## src/efcc_pkg.sv

```systemverilog
// ----------------------------------------------------------------------------
// efcc_pkg
// Shared types, constants and the CRC-8 word update for the encoder frame
// CRC checker.
// ----------------------------------------------------------------------------
`default_nettype none

package efcc_pkg;

   // Data words per frame between the discarded word and the safety word
   localparam int DATA_WORDS = 3;

   localparam int WORD_W      = 16;
   localparam int SCORE_W     = 14;
   localparam int CRC_W       = 8;
   localparam int OUT_WORDS   = 3;
   localparam int CSR_INDEX_W = 4;

   // Frame phase: idle, skip, DATA_WORDS data phases, safety
   localparam int PHASE_W = $clog2(DATA_WORDS + 3);

   localparam logic [CRC_W-1:0] CRC_POLY = 8'h1D;
   localparam logic [CRC_W-1:0] CRC_SEED = 8'hFF;

   // Bit of the safety word that flags a system error (active low)
   localparam int SYS_OK_BIT = 14;

   // Configuration register indexes
   localparam logic [CSR_INDEX_W-1:0] CSR_COMMAND_WORD = 4'd0;
   localparam logic [CSR_INDEX_W-1:0] CSR_CRC_PENALTY  = 4'd1;
   localparam logic [CSR_INDEX_W-1:0] CSR_CRC_REWARD   = 4'd2;
   localparam logic [CSR_INDEX_W-1:0] CSR_SCORE_LIMIT  = 4'd3;

   // Configuration reset values
   localparam logic [WORD_W-1:0]  RST_COMMAND_WORD = 16'h8023;
   localparam logic [SCORE_W-1:0] RST_CRC_PENALTY  = 14'd30;
   localparam logic [SCORE_W-1:0] RST_CRC_REWARD   = 14'd1;
   localparam logic [SCORE_W-1:0] RST_SCORE_LIMIT  = 14'd10000;

   typedef struct packed {
      logic [WORD_W-1:0]  command_word;
      logic [SCORE_W-1:0] crc_penalty;
      logic [SCORE_W-1:0] crc_reward;
      logic [SCORE_W-1:0] score_limit;
   } cfg_type;

   typedef struct packed {
      logic [WORD_W-1:0]  angle_word;
      logic [WORD_W-1:0]  speed_word;
      logic [WORD_W-1:0]  revs_word;
      logic [WORD_W-1:0]  safety_word;
      logic               crc_bad;
      logic [SCORE_W-1:0] health_score;
      logic [WORD_W-1:0]  crc_error_total;
      logic [WORD_W-1:0]  system_error_total;
   } rsp_data_type;

   // CRC-8, MSB first, one 16-bit word high byte first
   function automatic logic [CRC_W-1:0] crc_word(input logic [CRC_W-1:0] crc,
                                                 input logic [WORD_W-1:0] word);
      logic [CRC_W-1:0] c;
      c = crc;
      for (int b = WORD_W - 1; b >= 0; b--) begin
         if (c[CRC_W-1] ^ word[b]) begin
            c = {c[CRC_W-2:0], 1'b0} ^ CRC_POLY;
         end else begin
            c = {c[CRC_W-2:0], 1'b0};
         end
      end
      return c;
   endfunction

endpackage

`default_nettype wire

```

## src/efcc_req_if.sv

```systemverilog
// ----------------------------------------------------------------------------
// efcc_req_if
// Input channel: one trigger or one received link word per item.
// ----------------------------------------------------------------------------
`default_nettype none

interface efcc_req_if;
   import efcc_pkg::*;

   logic              valid;
   logic              ready;
   logic              func;
   logic [WORD_W-1:0] rx_word;

   modport source (output valid, func, rx_word, input ready);
   modport sink   (input valid, func, rx_word, output ready);
endinterface

`default_nettype wire

```

## src/efcc_frame.sv

```systemverilog
// ----------------------------------------------------------------------------
// efcc_frame
// Input register and frame sequencer: CRC over command and data words,
// word capture, safety word check, health score and error counters.
// ----------------------------------------------------------------------------
`default_nettype none

module efcc_frame (
   input  wire logic           clock,
   input  wire logic           reset,
   efcc_req_if.sink            req_ch,
   input  efcc_pkg::cfg_type   cfg,
   input  wire logic           out_free,
   output logic                emit_valid,
   output efcc_pkg::rsp_data_type emit_data
);
   import efcc_pkg::*;

   localparam logic [PHASE_W-1:0] PH_IDLE   = PHASE_W'(0);
   localparam logic [PHASE_W-1:0] PH_SKIP   = PHASE_W'(1);
   localparam logic [PHASE_W-1:0] PH_DATA0  = PHASE_W'(2);
   localparam logic [PHASE_W-1:0] PH_SAFETY = PHASE_W'(DATA_WORDS + 2);

   // Input register
   logic              s1_valid_ff, s1_valid_in;
   logic              s1_func_ff;
   logic [WORD_W-1:0] s1_word_ff;

   // Frame state
   logic [PHASE_W-1:0] phase_ff, phase_in;
   logic [CRC_W-1:0]   crc_ff, crc_in;
   logic [WORD_W-1:0]  cap_ff [DATA_WORDS];
   logic [WORD_W-1:0]  cap_in [DATA_WORDS];
   logic [SCORE_W-1:0] illness_ff, illness_in;
   logic [WORD_W-1:0]  crc_cnt_ff, crc_cnt_in;
   logic [WORD_W-1:0]  sys_cnt_ff, sys_cnt_in;

   logic               is_safety;
   logic               s1_fire;
   logic               crc_bad;
   logic [SCORE_W:0]   score_sum;
   logic [WORD_W-1:0]  out_words [OUT_WORDS];

   // Advance the input stage unless a result waits for a full output register
   assign is_safety   = s1_func_ff && (phase_ff == PH_SAFETY);
   assign s1_fire     = s1_valid_ff && (!is_safety || out_free);
   assign req_ch.ready = !s1_valid_ff || s1_fire;
   assign s1_valid_in = req_ch.valid || (s1_valid_ff && !s1_fire);

   assign crc_bad   = s1_word_ff[CRC_W-1:0] != ~crc_ff;
   assign score_sum = {1'b0, illness_ff} + {1'b0, cfg.crc_penalty};

   // Sequence the frame
   always_comb begin
      phase_in   = phase_ff;
      crc_in     = crc_ff;
      cap_in     = cap_ff;
      illness_in = illness_ff;
      crc_cnt_in = crc_cnt_ff;
      sys_cnt_in = sys_cnt_ff;
      if (s1_fire) begin
         if (!s1_func_ff) begin
            // Trigger: only honored while idle
            if (phase_ff == PH_IDLE) begin
               crc_in   = crc_word(CRC_SEED, cfg.command_word);
               phase_in = PH_SKIP;
            end
         end else if (phase_ff == PH_IDLE) begin
            phase_in = PH_IDLE;
         end else if (phase_ff == PH_SKIP) begin
            phase_in = PH_DATA0;
         end else if (phase_ff < PH_SAFETY) begin
            for (int j = 0; j < DATA_WORDS; j++) begin
               if (phase_ff == PHASE_W'(j + 2)) begin
                  cap_in[j] = s1_word_ff;
               end
            end
            crc_in   = crc_word(crc_ff, s1_word_ff);
            phase_in = phase_ff + PHASE_W'(1);
         end else begin
            // Safety word: score, count and close the frame
            if (crc_bad) begin
               crc_cnt_in = crc_cnt_ff + WORD_W'(1);
               if (score_sum < {1'b0, cfg.score_limit}) begin
                  illness_in = score_sum[SCORE_W-1:0];
               end else begin
                  illness_in = cfg.score_limit;
               end
            end else if (illness_ff > cfg.crc_reward) begin
               illness_in = illness_ff - cfg.crc_reward;
            end else begin
               illness_in = '0;
            end
            if (!s1_word_ff[SYS_OK_BIT]) begin
               sys_cnt_in = sys_cnt_ff + WORD_W'(1);
            end
            phase_in = PH_IDLE;
            crc_in   = CRC_SEED;
         end
      end
   end

   // Map captured words onto the three output fields; missing ones read zero
   always_comb begin
      for (int i = 0; i < OUT_WORDS; i++) begin
         out_words[i] = '0;
         for (int j = 0; j < DATA_WORDS; j++) begin
            if (i == j) begin
               out_words[i] = cap_ff[j];
            end
         end
      end
   end

   assign emit_valid = s1_fire && is_safety;

   always_comb begin
      emit_data.angle_word         = out_words[0];
      emit_data.speed_word         = out_words[1];
      emit_data.revs_word          = out_words[2];
      emit_data.safety_word        = s1_word_ff;
      emit_data.crc_bad            = crc_bad;
      emit_data.health_score       = illness_in;
      emit_data.crc_error_total    = crc_cnt_in;
      emit_data.system_error_total = sys_cnt_in;
   end

   // Input register payload
   always_ff @(posedge clock) begin
      if (req_ch.valid && req_ch.ready) begin
         s1_func_ff <= req_ch.func;
         s1_word_ff <= req_ch.rx_word;
      end
   end

   always_ff @(posedge clock) begin
      if (reset) begin
         s1_valid_ff <= 1'b0;
         phase_ff    <= PH_IDLE;
         crc_ff      <= CRC_SEED;
         illness_ff  <= '0;
         crc_cnt_ff  <= '0;
         sys_cnt_ff  <= '0;
         for (int j = 0; j < DATA_WORDS; j++) begin
            cap_ff[j] <= '0;
         end
      end else begin
         s1_valid_ff <= s1_valid_in;
         phase_ff    <= phase_in;
         crc_ff      <= crc_in;
         illness_ff  <= illness_in;
         crc_cnt_ff  <= crc_cnt_in;
         sys_cnt_ff  <= sys_cnt_in;
         cap_ff      <= cap_in;
      end
   end

   // A closed frame leaves the sequencer idle with a fresh seed
   a_close_frame : assert property (@(posedge clock) disable iff (reset)
      emit_valid |=> (phase_ff == PH_IDLE) && (crc_ff == CRC_SEED))
      else $error("frame not closed after safety word");

   // A CRC mismatch bumps the error count by exactly one
   a_crc_count : assert property (@(posedge clock) disable iff (reset)
      (emit_valid && crc_bad) |=> crc_cnt_ff == $past(crc_cnt_ff) + WORD_W'(1))
      else $error("CRC error count did not advance");

   // The score moves only when a safety word is processed
   a_score_hold : assert property (@(posedge clock) disable iff (reset)
      !emit_valid |=> $stable(illness_ff))
      else $error("health score changed outside a safety word");

   // A stalled input item never reaches the sequencer twice
   a_no_stall_fire : assert property (@(posedge clock) disable iff (reset)
      (s1_valid_ff && is_safety && !out_free) |=> $stable(crc_cnt_ff)
         && $stable(sys_cnt_ff))
      else $error("counters moved while the result was stalled");

endmodule

`default_nettype wire

```

## src/flat_wrapper.sv

```systemverilog
// flat-port wrapper written by rule: the top's interface ports become plain ports
module efcc_frame_flat import efcc_pkg::*;
  (clock, reset, cfg, out_free, emit_valid, emit_data, req_ch_valid, req_ch_func, req_ch_rx_word, req_ch_ready);
  efcc_req_if req_ch_i ();
  input  wire logic clock;
  input  wire logic reset;
  input  efcc_pkg::cfg_type cfg;
  input  wire logic out_free;
  output logic emit_valid;
  output efcc_pkg::rsp_data_type emit_data;
  input wire logic [$bits(req_ch_i.valid)-1:0] req_ch_valid;
  input wire logic [$bits(req_ch_i.func)-1:0] req_ch_func;
  input wire logic [$bits(req_ch_i.rx_word)-1:0] req_ch_rx_word;
  output wire logic [$bits(req_ch_i.ready)-1:0] req_ch_ready;
  assign req_ch_i.valid = req_ch_valid;
  assign req_ch_i.func = req_ch_func;
  assign req_ch_i.rx_word = req_ch_rx_word;
  assign req_ch_ready = req_ch_i.ready;
  efcc_frame u_core (.clock(clock), .reset(reset), .req_ch(req_ch_i), .cfg(cfg), .out_free(out_free), .emit_valid(emit_valid), .emit_data(emit_data));
endmodule
```

## config.mk

```make
export PLATFORM = sky130hd
export DESIGN_NAME = efcc_frame_flat
export DESIGN_NICKNAME = d
export VERILOG_FILES = /design/src/efcc_pkg.sv /design/src/efcc_req_if.sv /design/src/efcc_frame.sv /design/src/flat_wrapper.sv
export SDC_FILE = /design/constraint.sdc
export NUM_CORES = 1
export LEC_CHECK = 0
export ABC_AREA = 1
export BUFFER_PORTS_ARGS = -buffer_cell sky130_fd_sc_hd__clkbuf_2
export CAP_MARGIN = 5
export CORE_ASPECT_RATIO = 1.4
export CORE_MARGIN = 2
export CORE_UTILIZATION = 60
export CTS_BUF_LIST = sky130_fd_sc_hd__clkbuf_8
export DETAILED_ROUTE_END_ITERATION = 6
export HOLD_SLACK_MARGIN = 0.1
export PLACE_DENSITY = 0.87
export SLEW_MARGIN = 20
export SYNTH_ARGS = -nofsm -noshare
export SYNTH_HDL_FRONTEND = slang
export SYNTH_SLANG_ARGS = --single-unit
```

## constraint.sdc

```tcl
create_clock -name clock -period 14.3 [get_ports clock]
set_clock_uncertainty 0.05 [all_clocks]
set_input_delay 2.145 -clock clock [delete_from_list [all_inputs] [get_ports clock]]
set_output_delay 2.145 -clock clock [all_outputs]
set_load 0.005 [all_outputs]
```

[After elaboration in Yosys (flattened, before gate mapping)]
Index checks and enable logic that the tools add are counted.
Cells by class
  add/subtract/negate cells: 5
  order comparisons: 3
  equality and inequality tests: 8
  mux-type cells: 182
  bitwise gates (word level): 65
  reduce and logical (&&, ||, !) cells: 18
Operator list (number)
  2-to-1 mux 8 bit: 125
  2-to-1 mux 16 bit: 12
  2-to-1 mux 5 bit: 32
  NOT 4 bit: 31
  2-to-1 mux 14 bit: 8
  adder 16 x 1 -> 16 bit, second input constant: 2
  XOR 1 bit: 31
  AND reduction 6 bit: 3
  adder 14 x 14 -> 15 bit: 1
  less-than comparator 15 x 14 -> 1 bit: 1
  2-to-1 mux 3 bit: 5
  > comparator 14 bit: 1
  subtractor 14 bit: 1
  inequality test 8 bit: 1
  NOT 8 bit: 1
  equality test 3 x 2 -> 1 bit, second input constant: 2
  equality test 3 bit, second input constant: 2
  logical AND 1 bit: 5
  AND reduction 4 bit: 1
  adder 3 x 1 -> 3 bit, second input constant: 1
  equality test 3 x 1 -> 1 bit, second input constant: 1
  zero test 1 bit: 3
  zero test 3 bit: 1
  logical OR 1 bit: 3
  6 further kinds: 7
Storage, ports and cells
  register bits after elaboration: 123
  input bits: 79
  output and inout port bits: 113
  logic and storage cells: 292

[Logic depth before layout (Yosys ltp)]
  depth after elaboration: 111
  gate-level depth with buffers: 26
  gate-level depth less buffers: 26

[Worst setup path before layout]
No wires, ideal clock.
  path kind: input port to output port
  start: in cfg[28] in the netlist's numbering
  end: out emit_data[41] in the netlist's numbering
  arrival time: 5.336 ns
  required time: 12.105 ns
  path slack: 6.769 ns
  cell stages on the path: 23
  path buffers: 1
  path through: ha_1 inv_1 fa_1 o221ai_1 a21oi_1 o21ai_0 xor2_1 inv_1 ha_1 a21oi_1 o21ai_0 o21ai_0 o211ai_1 nand3_1 nand2_1 a21oi_1 nand2_1 buf_2 nand2_1 nand2_1 o21ai_0 o21ai_0 inv_1
RTL lines
  start: declaration: line flat_wrapper.sv:7  | input efcc_pkg::cfg_type cfg;
  end: declaration: line flat_wrapper.sv:10  | output efcc_pkg::rsp_data_type emit_data;

==> metrics.md <==
| Metric | Value |
|---|---|
| Leakage power | around 5.5 nW |
| I/O Buffers | roughly 190 |
| IO Count | approximately 190 |
| Root Driver | clkbuf_8 |
| CTS tree | done |
| Routed vias/inst | 5.30 |
| Hold Crit Depth | 2 |
| Detail Route Antenna Nets | 0 |
| Initial core utilization | 0.608 |
| Drt drc | 0 |
| Grt total ovfl | 0 |
| Initial antenna violation count | 0 |
| Critical path type | in -> out |
| Hpwl dp | between 15 and 20 mm |
| Startpoint Class | input pin |
| Largest cells by area after synthesis | dfxtp_1 (24%), nand2_1 (13%), inv_1 (8.1%) |
| Fin nets | 1588 |
| Final core occ | 0.711 |
| Power Total | approximately 0.00097 W |
| PD cells | 95.7 mW/mm² |
| Synth Area per Inst | 6.85 µm² |
| Vias | 8803 |
| Critical path required time | 12.10 ns |
| Largest net degree at the start of global routing | 57 |
| Vias in the first global route | 8324 |
| Slew headroom | 0.477 |
| Die Width | ~110 µm |
| Post-route setup slack | 5.68 ns |
| Syn_nets | 1402 |
| Worst-Skew Late Latency | 0.46 ns |
| Ant diodes | 0 |
| Seq/Total Area, Yosys | 0.302 |
| Final wirelength | roughly 24 mm |
| Min-delay worst type | reg -> reg |
| Core area | around 0.014 mm² |
| Pins Over Slew Limit | 0 |
| Standard-cell rows | 52 |
| Measured slew at the worst slew-check pin | just under 0.8 ns |
| Most frequent cells in the layout | nand2_1 (290), clkbuf_2 (191), inv_1 (190), dfxtp_1 (106) |
| Worst slack, placed | 5.77 ns |
| Yosys top cell area share | 0.244 |
| TritonCTS Sinks | ~120 |
| Maxcap violations | 0 |
| Warnings from Yosys | 0 |
| Final hold slack | roughly 0.44 ns |
| Gr usage total | 0.304 |
| Worst Path Max Fanout | 24 |
| Initial DRC count | 486 |
| Max Fclk | approximately 120 MHz |
| Clock Tree Buf Depth | 2 |
| Synth async-reset ratio | 0 |
| Final Hold Fails | 0 |
| DIE AREA | ~0.016 mm² |
| Synthesis-to-layout area growth | 16.8% |
| # fillers | between 1k and 1.5k |
| Setup TNS | 0 ns |
| Storage element area | between 0.002 and 0.003 mm² |
| Post-CTS Resized | 0 |
| Final setup vio count | 0 |
| Status | finished clean |
| Global-route wire length before repair | 37.6 mm |
| VDD IR max | 0.0828 mV |
| Wire per inst | about 14 µm |
| Share of cells above drive strength 1 | 0.194 |
| Final Cycle Share | 0.603 |
| Critical path endpoint category | output port |
| RSZ-0062 raised after global routing | false |
| Num CTS Buffers | 17 |
| CTS Hold Bufs | 0 |
| Reg clk slew, reported paths | 0.08 ns |
| # Post-CTS Setup Buffers | 0 |
| Yosys top cell by area | dfxtp_1 |
| Netlist cell types | 58 |
| Synth Register Bits | 123 |
| Die Ht | 147 µm |
| Htree depth | 4 |
| Synthesized cell area | 0.00871 mm² |
| Post-synth EDFFs | 17 |
| Crit path DAT | 6.43 ns |
| Number of iterations in the first detailed-routing pass | 5 |
| Reg2reg path depth | 21 |
| Multi-input gate area | 0.00523 mm² |
| Tmin final | roughly 8.6 ns |
| Most used DFF post-synth | dfxtp_1 |
| Routability cong. | about 0.97 |
| Commonest non-fill, non-tap cell in the layout | nand2_1 |
| Gate Count Post-Synth | between 1k and 1.5k |
==> worst max-delay path, stage by stage <==
cell and delay [ns]:
clkbuf_2 0.08, ha_1 0.15, inv_1 0.06, fa_1 0.39
o221ai_1 0.47, a21oi_1 0.13, o21ai_0 0.21, xor2_1 0.16
inv_1 0.07, ha_1 0.29, a21oi_1 0.13, o21ai_0 0.09
o21ai_0 0.21, o211ai_1 0.12, nand3_1 0.08, nand2_1 0.05
a21oi_1 0.28, nand2_1 0.54, o21ai_0 0.34, nand2_1 0.08
nand2_1 0.06, o21ai_0 0.09, inv_1 0.08, clkbuf_2 0.11
==> layout make-up <==
type                            instances  share of cell area
Multi-Input combinational cell        923               0.514
Sequential cell                       123               0.259
Timing Repair Buffer                  195              0.0969
Inverter                              198              0.0731
Tap cell                              189              0.0232
Clock buffer                           17              0.0230
Clock inverter                         15              0.0113
==> report_power, final <==
group / leakage (nW) / switching [W] / internal [W]
clock network: 0.185 / 0.000160 / 0.000122
registers: 1.02 / 0.00000911 / 0.000357
logic: 4.25 / 0.000207 / 0.000118
==> synth_stat cells (4+ instances only) <==
cell	count
or2_2	7
a21oi_1	101
dfxtp_1	106
xnor2_1	23
xor2_1	61
ha_1	49
o21ai_1	17
nand2_1	290
nand4_1	12
o21ai_0	81
inv_2	9
o211ai_1	4
xor2_2	5
nand3_1	80
inv_1	189
nand2_2	13
clkbuf_1	22
nor3_1	18
nor2_1	101
o21bai_1	6
a31oi_1	5
edfxtp_1	17
==> kinds of logic after synthesis <==
logic type,after synthesis,synth area share
AO/OA/AOI/OAI,230,0.144
XOR/XNOR,93,0.103
flip-flops,123,0.302
buffers and inverters,226,0.0990
adder cells (fa/ha/maj),51,0.0750
AND/OR/NAND/NOR,549,0.277
==> worst paths after layout <==
kind,end,slack (ns),startpoint
setup / recovery,emit_data[36],5.68,cfg[28]
hold / removal,u_core.emit_data[83],0.44,u_core.emit_data[83]
setup reg to reg,u_core.illness_ff[4],9.66,u_core.illness_ff[1]
hold reg to reg,u_core.emit_data[83],0.44,u_core.emit_data[83]
==> layer usage <==
metal | GRT usage | wire length (µm)
met5 | 0 | 0
met4 | 0.203 | 1550
met3 | 0.0563 | 1310
met2 | 0.544 | 12100
met1 | 0.319 | 8610
==> metrics by stage <==
stage                     instances  area, µm²
after global routing           1660      10200
after detailed placement       1628       9820
final                          1660      10200
after global placement         1628       9820
after CTS                      1660      10200
after floorplan                1272       8710
==> registers in the layout, indices dropped and copies added (netlist names), 3 cells and up <==
name               cells
u_core.phase_ff        3
u_core.crc_cnt_ff     16
u_core.emit_data      48
u_core.sys_cnt_ff     16
u_core.crc_ff          8
u_core.s1_word_ff     16
u_core.illness_ff     14
Note: power is estimated with default switching activity, not from simulation.
